--- src/symbol_label_majority_classifier_assert.svh ---
// Assertion macros for the symbol label majority classifier.
// Checks are compiled out when SYNTHESIS is defined.
`ifndef SYMBOL_LABEL_MAJORITY_CLASSIFIER_ASSERT_SVH
`define SYMBOL_LABEL_MAJORITY_CLASSIFIER_ASSERT_SVH
`ifndef SYNTHESIS
`define SLMC_ASSERT(lbl, prop, msg) \
  lbl: assert property (@(posedge clk_i) disable iff (!rst_ni) (prop)) else $error(msg);
`define SLMC_ASSERT_ALWAYS(lbl, prop, msg) \
  lbl: assert property (@(posedge clk_i) (prop)) else $error(msg);
`else
`define SLMC_ASSERT(lbl, prop, msg)
`define SLMC_ASSERT_ALWAYS(lbl, prop, msg)
`endif
`endif

--- src/slmc_pkg.sv ---
// Shared constants for the symbol label majority classifier.
// No dependencies.
package slmc_pkg;

  localparam int SYM_W             = 8;
  localparam int NUM_SYMBOLS       = 1 << SYM_W;
  localparam int LABEL_W           = 3;
  localparam int NUM_LABELS_DEF    = 8;
  localparam int COUNT_WIDTH_DEF   = 16;
  localparam int S_TDATA_W         = 16;
  localparam int M_TDATA_W         = 8;

  localparam logic OP_TRAIN   = 1'b0;
  localparam logic OP_PREDICT = 1'b1;

endpackage

--- src/slmc_argmax.sv ---
// Registered compare tree: picks the label with the highest count, lowest code on ties.
// Depends on slmc_pkg. Every node of the tree is registered.
module slmc_argmax
  import slmc_pkg::*;
#(
  parameter int NUM_LABELS  = NUM_LABELS_DEF,
  parameter int COUNT_WIDTH = COUNT_WIDTH_DEF
) (
  input  logic                                   clk_i,
  input  logic [NUM_LABELS-1:0][COUNT_WIDTH-1:0] row_i,
  output logic [LABEL_W-1:0]                     best_label_o,
  output logic                                   best_nonzero_o
);

  localparam int LEVELS = $clog2(NUM_LABELS);
  localparam int LEAVES = 1 << LEVELS;
  localparam int NODES  = LEAVES - 1;
  localparam int TOTAL  = 2 * LEAVES - 1;

  logic [COUNT_WIDTH-1:0] node_cnt_q [NODES];
  logic [LEVELS-1:0]      node_idx_q [NODES];
  logic [COUNT_WIDTH-1:0] node_cnt_d [NODES];
  logic [LEVELS-1:0]      node_idx_d [NODES];
  logic [COUNT_WIDTH-1:0] all_cnt    [TOTAL];
  logic [LEVELS-1:0]      all_idx    [TOTAL];

  always_comb begin
    for (int n = 0; n < NODES; n++) begin
      all_cnt[n] = node_cnt_q[n];
      all_idx[n] = node_idx_q[n];
    end
    for (int i = 0; i < LEAVES; i++) begin
      all_idx[NODES + i] = LEVELS'(i);
      if (i < NUM_LABELS) begin
        all_cnt[NODES + i] = row_i[i];
      end else begin
        all_cnt[NODES + i] = '0;
      end
    end
  end

  // left child always holds the lower codes, so >= keeps the lowest on ties
  always_comb begin
    for (int n = 0; n < NODES; n++) begin
      if (all_cnt[2*n+1] >= all_cnt[2*n+2]) begin
        node_cnt_d[n] = all_cnt[2*n+1];
        node_idx_d[n] = all_idx[2*n+1];
      end else begin
        node_cnt_d[n] = all_cnt[2*n+2];
        node_idx_d[n] = all_idx[2*n+2];
      end
    end
  end

  always_ff @(posedge clk_i) begin
    node_cnt_q <= node_cnt_d;
    node_idx_q <= node_idx_d;
  end

  assign best_label_o   = LABEL_W'(node_idx_q[0]);
  assign best_nonzero_o = (node_cnt_q[0] != '0);

endmodule

--- config.mk ---
export PLATFORM = sky130hd
export DESIGN_NAME = slmc_argmax
export DESIGN_NICKNAME = d
export VERILOG_FILES = /design/src/symbol_label_majority_classifier_assert.svh /design/src/slmc_pkg.sv /design/src/slmc_argmax.sv
export SDC_FILE = /design/constraint.sdc
export NUM_CORES = 1
export LEC_CHECK = 0
export BUFFER_PORTS_ARGS = -buffer_cell sky130_fd_sc_hd__buf_2
export CORE_ASPECT_RATIO = 0.6
export CORE_MARGIN = 3
export CORE_UTILIZATION = 40
export CTS_BUF_LIST = sky130_fd_sc_hd__clkbuf_8
export DETAILED_ROUTE_END_ITERATION = 6
export GPL_TIMING_DRIVEN = 0
export PLACE_DENSITY = 0.66
export REMOVE_ABC_BUFFERS = 1
export SLEW_MARGIN = 20
export SYNTH_ARGS = -nofsm -noshare
export SYNTH_HDL_FRONTEND = slang
export SYNTH_SLANG_ARGS = --single-unit
--- constraint.sdc ---
create_clock -name clk_i -period 5 [get_ports clk_i]
set_clock_uncertainty 0.05 [all_clocks]
set_input_delay 1.25 -clock clk_i [delete_from_list [all_inputs] [get_ports clk_i]]
set_output_delay 1.25 -clock clk_i [all_outputs]
set_load 0.01 [all_outputs]
Word level (Yosys, flattened, before mapping)
Index checks and enable logic that the tools add are counted.

word-level totals
  register bits after elaboration = 133
  input bits = 129
  logic and storage cells = 36

cells by class
  $lt $le $gt $ge = 7
  mux-type cells = 14
  reductions and logical operators = 1

operator list
  operator                            number
  greater-or-equal comparator 16 bit  7
  two-way mux 16 bit                  7
  nonzero test 16 bit                 1
  two-way mux 3 bit                   3
  two-way mux 1 bit                   4

Logic depth before layout (Yosys ltp)
Gate-level depths: netlist of the first run.

  word-level depth = 2
  depth in mapped cells = 8
  gate-level depth less buffers = 7

Least setup slack after synthesis of the first run
OpenSTA, ideal clock, no wires.

  path kind = input -> register
  from = in row_i[125] (netlist bit)
  to = reg node_cnt_q (netlist bit all_cnt[134])
  setup time = 121 ps
  arrival = 2,973 ps
  setup slack = 1,856 ps
  stages = 8
  cells stage by stage = inv_1 > ha_1 > and4_1 > o211ai_1 > or4_1 > nand3_2 > buf_2 > mux2_2

RTL lines
  element               RTL line           source
  from (decl)           slmc_argmax.sv:10  input logic [NUM_LABELS-1:0][COUNT_WIDTH-1:0] row_i,
  to (signal assigned)  slmc_argmax.sv:56  node_cnt_q <= node_cnt_d;
  to (decl)             slmc_argmax.sv:20  logic [COUNT_WIDTH-1:0] node_cnt_q [NODES];

==> results of run 1 <==
[power groups by stage]
stage | Combinational, W | Clock [W] | Sequential [W]
global placement | 0.000820 | 0 | 0.00132
floorplan | 0.000600 | 0 | 0.00130
finish | 0.000829 | 0.00100 | 0.00130
detailed placement | 0.000831 | 0 | 0.00133
global route | 0.000943 | 0.00107 | 0.00133
CTS | 0.000838 | 0.00103 | 0.00131
[stage by stage]
stage	util [%]	hold slack, ns
global placement	47.7	0.391
detailed placement	47.7	0.391
floorplan	-	0.383
finish	50.6	0.408
global route	50.6	0.434
CTS	50.6	0.412
[state kept, by name, indices dropped and copies added, names as in the netlist]
register and flops:
best_label_o 3, all_idx 8, all_cnt 112
[cells by family (layout without fill, tap and decap cells)]
kind of cell / Yosys count / count (layout) / synth area share [%]
buffers and inverters: 129 / 283 / 7.77
flip-flops: 123 / 123 / 36.8
multiplexers: 116 / 116 / 19.5
adder cells (fa/ha/maj): 112 / 112 / 20.9
AO/OA/AOI/OAI: 78 / 78 / 7.87
AND/OR/NAND/NOR: 78 / 78 / 7.14
[layout by cell type (no fill, tap or decap), types with 3 or more instances in the layout]
master	count
sky130_fd_sc_hd__a2111oi_0	6
sky130_fd_sc_hd__a21oi_1	33
sky130_fd_sc_hd__a221oi_1	6
sky130_fd_sc_hd__and4_1	14
sky130_fd_sc_hd__buf_2	132
sky130_fd_sc_hd__bufinv_16	5
sky130_fd_sc_hd__clkbuf_8	19
sky130_fd_sc_hd__clkinvlp_4	3
sky130_fd_sc_hd__dfxtp_1	123
sky130_fd_sc_hd__ha_1	112
sky130_fd_sc_hd__inv_1	121
sky130_fd_sc_hd__mux2_1	9
sky130_fd_sc_hd__mux2_2	107
sky130_fd_sc_hd__nand2_1	26
sky130_fd_sc_hd__nand2b_1	6
sky130_fd_sc_hd__nand3_1	12
sky130_fd_sc_hd__nand3_2	6
sky130_fd_sc_hd__nor4_1	4
sky130_fd_sc_hd__o211ai_1	6
sky130_fd_sc_hd__o21a_1	6
sky130_fd_sc_hd__o21ai_0	14
sky130_fd_sc_hd__or4_1	6
[layout make-up]
cell class	count	area share (%)
well taps	222	3.46
clock buffers	19	3.26
inverters	119	5.57
multi-input cells	384	46.3
flip-flops and latches	123	30.7
clock inverters	13	2.48
repair buffers	132	8.24
[worst register-to-register path: cells and delay by family (launching register included)]
kind | cells | cell delay (ns)
AO/OA/AOI/OAI | 3 | 1.39
adder cells (fa/ha/maj) | 1 | 0.30
buffers and inverters | 1 | 0.05
flip-flops | 1 | 0.33
multiplexers | 1 | 0.43
AND/OR/NAND/NOR | 1 | 0.10
[metal layers]
layer / track usage [%] / vias to the layer above / part of all wire, % / wire, um
met3: 3.50 / 15 / 4.5 / 632
met4: 4.34 / 0 / 0.93 / 131
li1: - / 2505 / - / -
met1: 23.4 / 2196 / 55 / 7650
met5: 0 / - / 0 / 0
met2: 21.5 / 77 / 40 / 5610
[worst paths after layout]
| kind | from | cells past startpoint | to | slack (ns) |
|---|---|---|---|---|
| worst max-delay path | row_i[105] | 7 | all_cnt[129] | 1.53 |
| worst min-delay path | all_idx[40] | 1 | best_label_o[1] | 0.41 |
| worst max register to register | all_cnt[205] | 7 | all_cnt[227] | 2.24 |
| worst min register to register | all_idx[40] | 1 | best_label_o[1] | 0.41 |
==> insert_results.sql, run 1 <==
INSERT INTO impl_metrics (metric_group, metric, value, unit) VALUES
('die', 'placement_rows', '35', ''),
('power_and_ir_drop', 'share_seq_of_total_power', '41.6', '%'),
('die', 'die_width', '173', 'um'),
('finish', 'drive_gt1_share', '35.3', '%'),
('critical_path', 'path_cells', 'buf_2 > ha_1 > a21oi_1 > o21ai_0 > a221oi_1 > nand3_2 > mux2_2', ''),
('critical_path', 'path_delay_family', 'compound AO/OA/AOI/OAI gates', ''),
('synthesis', 'top_ff_cell_synth', 'sky130_fd_sc_hd__dfxtp_1', ''),
('clocking', 'number_of_buffers_added_to_fix_hold_violations_after_cts', '0', ''),
('timing', 'grt_setup_unrepaired', 'false', ''),
('global_routing', 'grt_pass1_vias', '4699', ''),
('place', 'dpl-instance-area', '7560', 'um2'),
('routing', 'ant_nets', '0', ''),
('critical_path', 'crit_path_max_fo', '17', ''),
('power_and_ir_drop', 'power_report.internal_total', '0.00226', 'W'),
('finish', 'seqCellArea', '2460', 'um2'),
('timing', 'max_clock_freq', '288', 'MHz'),
('finish', 'area_delta_synth_final', '19.8', '%'),
('global_routing', 'global_route.overflow_total', '0', ''),
('power_and_ir_drop', 'leakagePower', '4.04', 'nW'),
('synthesis', 'synth.largest_area_cell', 'sky130_fd_sc_hd__dfxtp_1', ''),
('critical_path', 'cp_slowest_stage_delay', '0.65', 'ns'),
('timing', 'endpoints_failing_hold', '0', ''),
('synthesis', 'average_size_of_a_mapped_cell', '10.5', 'um2'),
('place', 'place_congestion', '0.791', ''),
('routing', 'post_drt_wl_per_cell', '13.9', 'um'),
('synthesis', 'yosys.cell_types.count', '31', ''),
('timing', 'tightestPinTransition', '1.01', 'ns'),
('clocking', 'cts_num_sinks', '123', ''),
('timing', 'setup_viol_count_final', '0', ''),
('power_and_ir_drop', 'net-switching-power', '0.000878', 'W'),
('synthesis', 'ys_top_cells_by_count', 'sky130_fd_sc_hd__dfxtp_1 (123), sky130_fd_sc_hd__inv_1 (119), sky130_fd_sc_hd__ha_1 (112), sky130_fd_sc_hd__mux2_2 (107), sky130_fd_sc_hd__a21oi_1 (33)', ''),
('critical_path', 'critPathSlowestCell', 'sky130_fd_sc_hd__a221oi_1', ''),
('routing', 'wl', '14000', 'um'),
('die', 'top_level_port_count', '133', ''),
('die', 'floorplan.initialDensity', '42.2', '%'),
('finish', 'finish.cell_count_without_fillers', '1012', ''),
('hold_path', 'min_path_type', 'reg -> reg', ''),
('power_and_ir_drop', 'powerDensity', '391', 'nW/um2'),
('routing', 'first_pass_iters', '4', ''),
('synthesis', 'synth.most_common_cell', 'sky130_fd_sc_hd__dfxtp_1', ''),
('finish', 'finalInstanceArea', '8020', 'um2'),
('place', 'dp_hpwl', '11600', 'um'),
('synthesis', 'synthCells', '636', ''),
('power_and_ir_drop', 'peakVddDrop', '0.185', 'mV'),
('critical_path', 'critical_path.n_buffers_inverters', '1', ''),
('global_routing', 'antenna_found_initial', '0', ''),
('global_routing', 'pin_count_of_the_biggest_net_entering_global_routing', '20', ''),
('global_routing', 'grt_usage', '15.4', '%'),
('finish', 'multi_input_gate_area_in_the_final_layout', '3710', 'um2'),
('timing', 'period_needed', '3.47', 'ns'),
('place', 'dpl_worst_slack', '1.13', 'ns'),
('critical_path', 'worst-endpoint-arrival', '3.73', 'ns'),
('synthesis', 'ys_ff_latch', '123', ''),
('finish', 'nNetsFinal', '1018', ''),
('routing', 'dr.first_iter.drc_count', '184', ''),
('place', 'dp_cells', '980', ''),
('critical_path', 'crit_path_end_kind', 'flop', ''),
('critical_path', 'crit_path_required_time', '5.26', 'ns'),
('power_and_ir_drop', 'switching_share', '28.0', '%'),
('synthesis', 'yosys.area.top_type_share', '36.8', '%'),
('run_status', 'outcome', 'finished, final reports clean', ''),
('clocking', 'cts.repair.resized', '0', ''),
('critical_path', 'startpoint_kind_of_the_worst_setup_timing_path', 'input pin', ''),
('finish', 'insertedDiodeCount', '0', ''),
('power_and_ir_drop', 'pwr-share-comb', '26.5', '%'),
('run', 'max_cap_viol_count', '0', ''),
('timing', 'finalMaxSlewViolations', '0', ''),
('clocking', 'worst_setup_hold_path_clk_slew', '0.07', 'ns'),
('clocking', 'clock_latency', '0.43', 'ns'),
('synthesis', 'synth-async-reset-ratio', '0', '%'),
('clocking', 'cts-root-buf', 'sky130_fd_sc_hd__clkbuf_8', '');
(Power assumes the default switching activity.)
==> run 2, diff against run 1 <==
PLACE_DENSITY = 0.68   (was 0.66)
clock period = 2.9 ns   (was 5 ns; I/O delays follow)
==> insert_results.sql, run 2 (synthesis gave the netlist of run 1 again) <==
INSERT INTO impl_metrics (metric_group, metric, value, unit) VALUES
('run_status', 'outcome', 'finished, final reports clean', ''),
('finish', 'nNetsFinal', '1019', ''),
('place', 'dp_cells', '980', ''),
('die', 'top_level_port_count', '133', ''),
('timing', 'max_clock_freq', '353', 'MHz'),
('critical_path', 'crit_path_end_kind', 'flop', ''),
('critical_path', 'critical_path.n_buffers_inverters', '2', ''),
('routing', 'dr.first_iter.drc_count', '178', ''),
('critical_path', 'cp_slowest_stage_delay', '0.60', 'ns'),
('finish', 'area_delta_synth_final', '19.2', '%'),
('place', 'dp_hpwl', '11700', 'um'),
('critical_path', 'worst-endpoint-arrival', '3.07', 'ns'),
('routing', 'post_drt_wl_per_cell', '13.9', 'um'),
('finish', 'final_core_utilization', '50.4', '%'),
('die', 'die_h', '106', 'um'),
('routing', 'first_pass_iters', '4', ''),
('clocking', 'clock_latency', '0.41', 'ns'),
('timing', 'grt_setup_unrepaired', 'false', ''),
('routing', 'ant_nets', '0', ''),
('timing', 'finalMaxSlewViolations', '0', ''),
('critical_path', 'crit_path_max_fo', '17', ''),
('power_and_ir_drop', 'leakagePower', '4.02', 'nW'),
('critical_path', 'crit_path_required_time', '3.14', 'ns'),
('die', 'placement_rows', '35', ''),
('critical_path', 'path_cells', 'buf_2 > inv_1 > ha_1 > and4_1 > a221oi_1 > nand3_2 > mux2_2', ''),
('die', 'die_width', '173', 'um'),
('timing', 'period_needed', '2.83', 'ns'),
('die', 'core', '15900', 'um2'),
('timing', 'whs', '0.413', 'ns'),
('place', 'dpl-instance-area', '7560', 'um2'),
('place', 'place_congestion', '0.804', ''),
('timing', 'endpoints_failing_hold', '0', ''),
('routing', 'vias_per_cell', '4.72', ''),
('critical_path', 'critical_path_class', 'in -> reg', ''),
('timing', 'tightestPinTransition', '0.666', 'ns'),
('global_routing', 'grt_pass1_vias', '4776', ''),
('clocking', 'cts_htree_levels', '4', ''),
('finish', 'insertedDiodeCount', '0', ''),
('global_routing', 'grt_pass1_wl', '22800', 'um'),
('global_routing', 'antenna_found_initial', '0', ''),
('clocking', 'cts_tree', 'built', ''),
('hold_path', 'min_path_type', 'reg -> reg', ''),
('clocking', 'cts_num_sinks', '123', ''),
('finish', 'finish.cell_count_without_fillers', '1013', ''),
('power_and_ir_drop', 'powerDensity', '649', 'nW/um2'),
('timing', 'setup_viol_count_final', '0', ''),
('run', 'max_cap_viol_count', '0', ''),
('finish', 'final_common_cell', 'sky130_fd_sc_hd__buf_2', ''),
('finish', 'largest_register_ffs', '112', ''),
('place', 'total_of_buffers_placed_on_input_and_output_ports', '132', ''),
('hold_path', 'timing.hold.worst_path_depth', '1', ''),
('critical_path', 'timing.reg2reg.worst_path_depth', '7', ''),
('clocking', 'cts_bufs_inserted', '17', ''),
('routing', 'wl', '14100', 'um'),
('finish', 'mostFrequentLayoutCells', 'sky130_fd_sc_hd__buf_2 (132), sky130_fd_sc_hd__dfxtp_1 (123), sky130_fd_sc_hd__inv_1 (121), sky130_fd_sc_hd__ha_1 (112), sky130_fd_sc_hd__mux2_2 (107)', ''),
('clocking', 'worst_setup_hold_path_clk_slew', '0.07', 'ns'),
('critical_path', 'cp.depth', '7', ''),
('routing', 'remaining_drc_errors', '0', ''),
('clocking', 'cts-root-buf', 'sky130_fd_sc_hd__clkbuf_8', ''),
('die', 'floorplan.initialDensity', '42.2', '%'),
('clocking', 'number_of_buffers_added_to_fix_hold_violations_after_cts', '0', ''),
('finish', 'drive_gt1_share', '35.5', '%'),
('die', 'design.die.area', '18400', 'um2'),
('global_routing', 'grt_usage', '15.5', '%'),
('global_routing', 'global_route.overflow_total', '0', ''),
('global_routing', 'pin_count_of_the_biggest_net_entering_global_routing', '20', ''),
('critical_path', 'critPathSlowestCell', 'sky130_fd_sc_hd__a221oi_1', ''),
('routing', 'vias', '4786', ''),
('critical_path', 'path_delay_family', 'simple AND/OR/NAND/NOR gates', ''),
('critical_path', 'startpoint_kind_of_the_worst_setup_timing_path', 'input pin', ''),
('timing', 'max-slew-margin-rel', '55.5', '%'),
('power_and_ir_drop', 'peakVddDrop', '0.308', 'mV'),
('clocking', 'clockBufferDepth', '2', ''),
('finish', 'finalInstanceArea', '7980', 'um2'),
('timing', 'finalCritPeriodShare', '97.6', '%');
[run 2: final timing paths]
path                startpoint              end  slack (ns)
setup / recovery     row_i[30]     all_cnt[181]        0.07
hold / removal     all_idx[37]  best_label_o[1]        0.41
setup reg to reg  all_cnt[139]     all_cnt[201]        0.31
hold reg to reg    all_idx[37]  best_label_o[1]        0.41
[run 2: power by group]
group | switching (W) | internal [W] | total (W)
registers | 0.000167 | 0.00208 | 0.00225
logic | 0.000698 | 0.000782 | 0.00148
clock network | 0.000657 | 0.000799 | 0.00146
total | 0.00152 | 0.00366 | 0.00518
[run 2: what timing repair did]
action	4_1_cts	5_1_grt
gates resized for setup	0	3
setup buffers	0	1
endpoints found under the setup margin	0	17
[run 2: layer usage]
| layer | part of all wire [%] | track usage (%) | vias up |
|---|---|---|---|
| li1 | - | - | 2508 |
| met5 | 0 | 0 | - |
| met2 | 41 | 22.2 | 94 |
| met1 | 53 | 23.0 | 2179 |
| met3 | 5.8 | 4.50 | 5 |
| met4 | 0.36 | 3.29 | 0 |
[run 2: final cells by class]
class / count / area, um2
Fill cell: 1487 / 7870
Multi-Input combinational cell: 384 / 3730
Sequential cell: 123 / 2460
Timing Repair Buffer: 133 / 681
Inverter: 119 / 447
Tap cell: 222 / 278
Clock buffer: 19 / 262
Clock inverter: 13 / 126
[run 2: per-stage QoR]
stage	worst slack [ns]	setup TNS [ns]	total power, W
floorplan	0.369	0	0.00327
global placement	-0.431	-16.62	0.00369
detailed placement	-0.410	-16.03	0.00372
CTS	0.0269	0	0.00521
global route	0.0422	0	0.00555
finish	0.0701	0	0.00518
[run 2: worst register-to-register path, delay by kind of cell, from the launching register on]
family	cells	cell delay [ns]
AOI/OAI and AO/OA	3	0.75
muxes	1	0.45
and+or+nand+nor	1	0.51
buffers and inverters	1	0.05
adders and majority gates	1	0.32
DFF	1	0.34
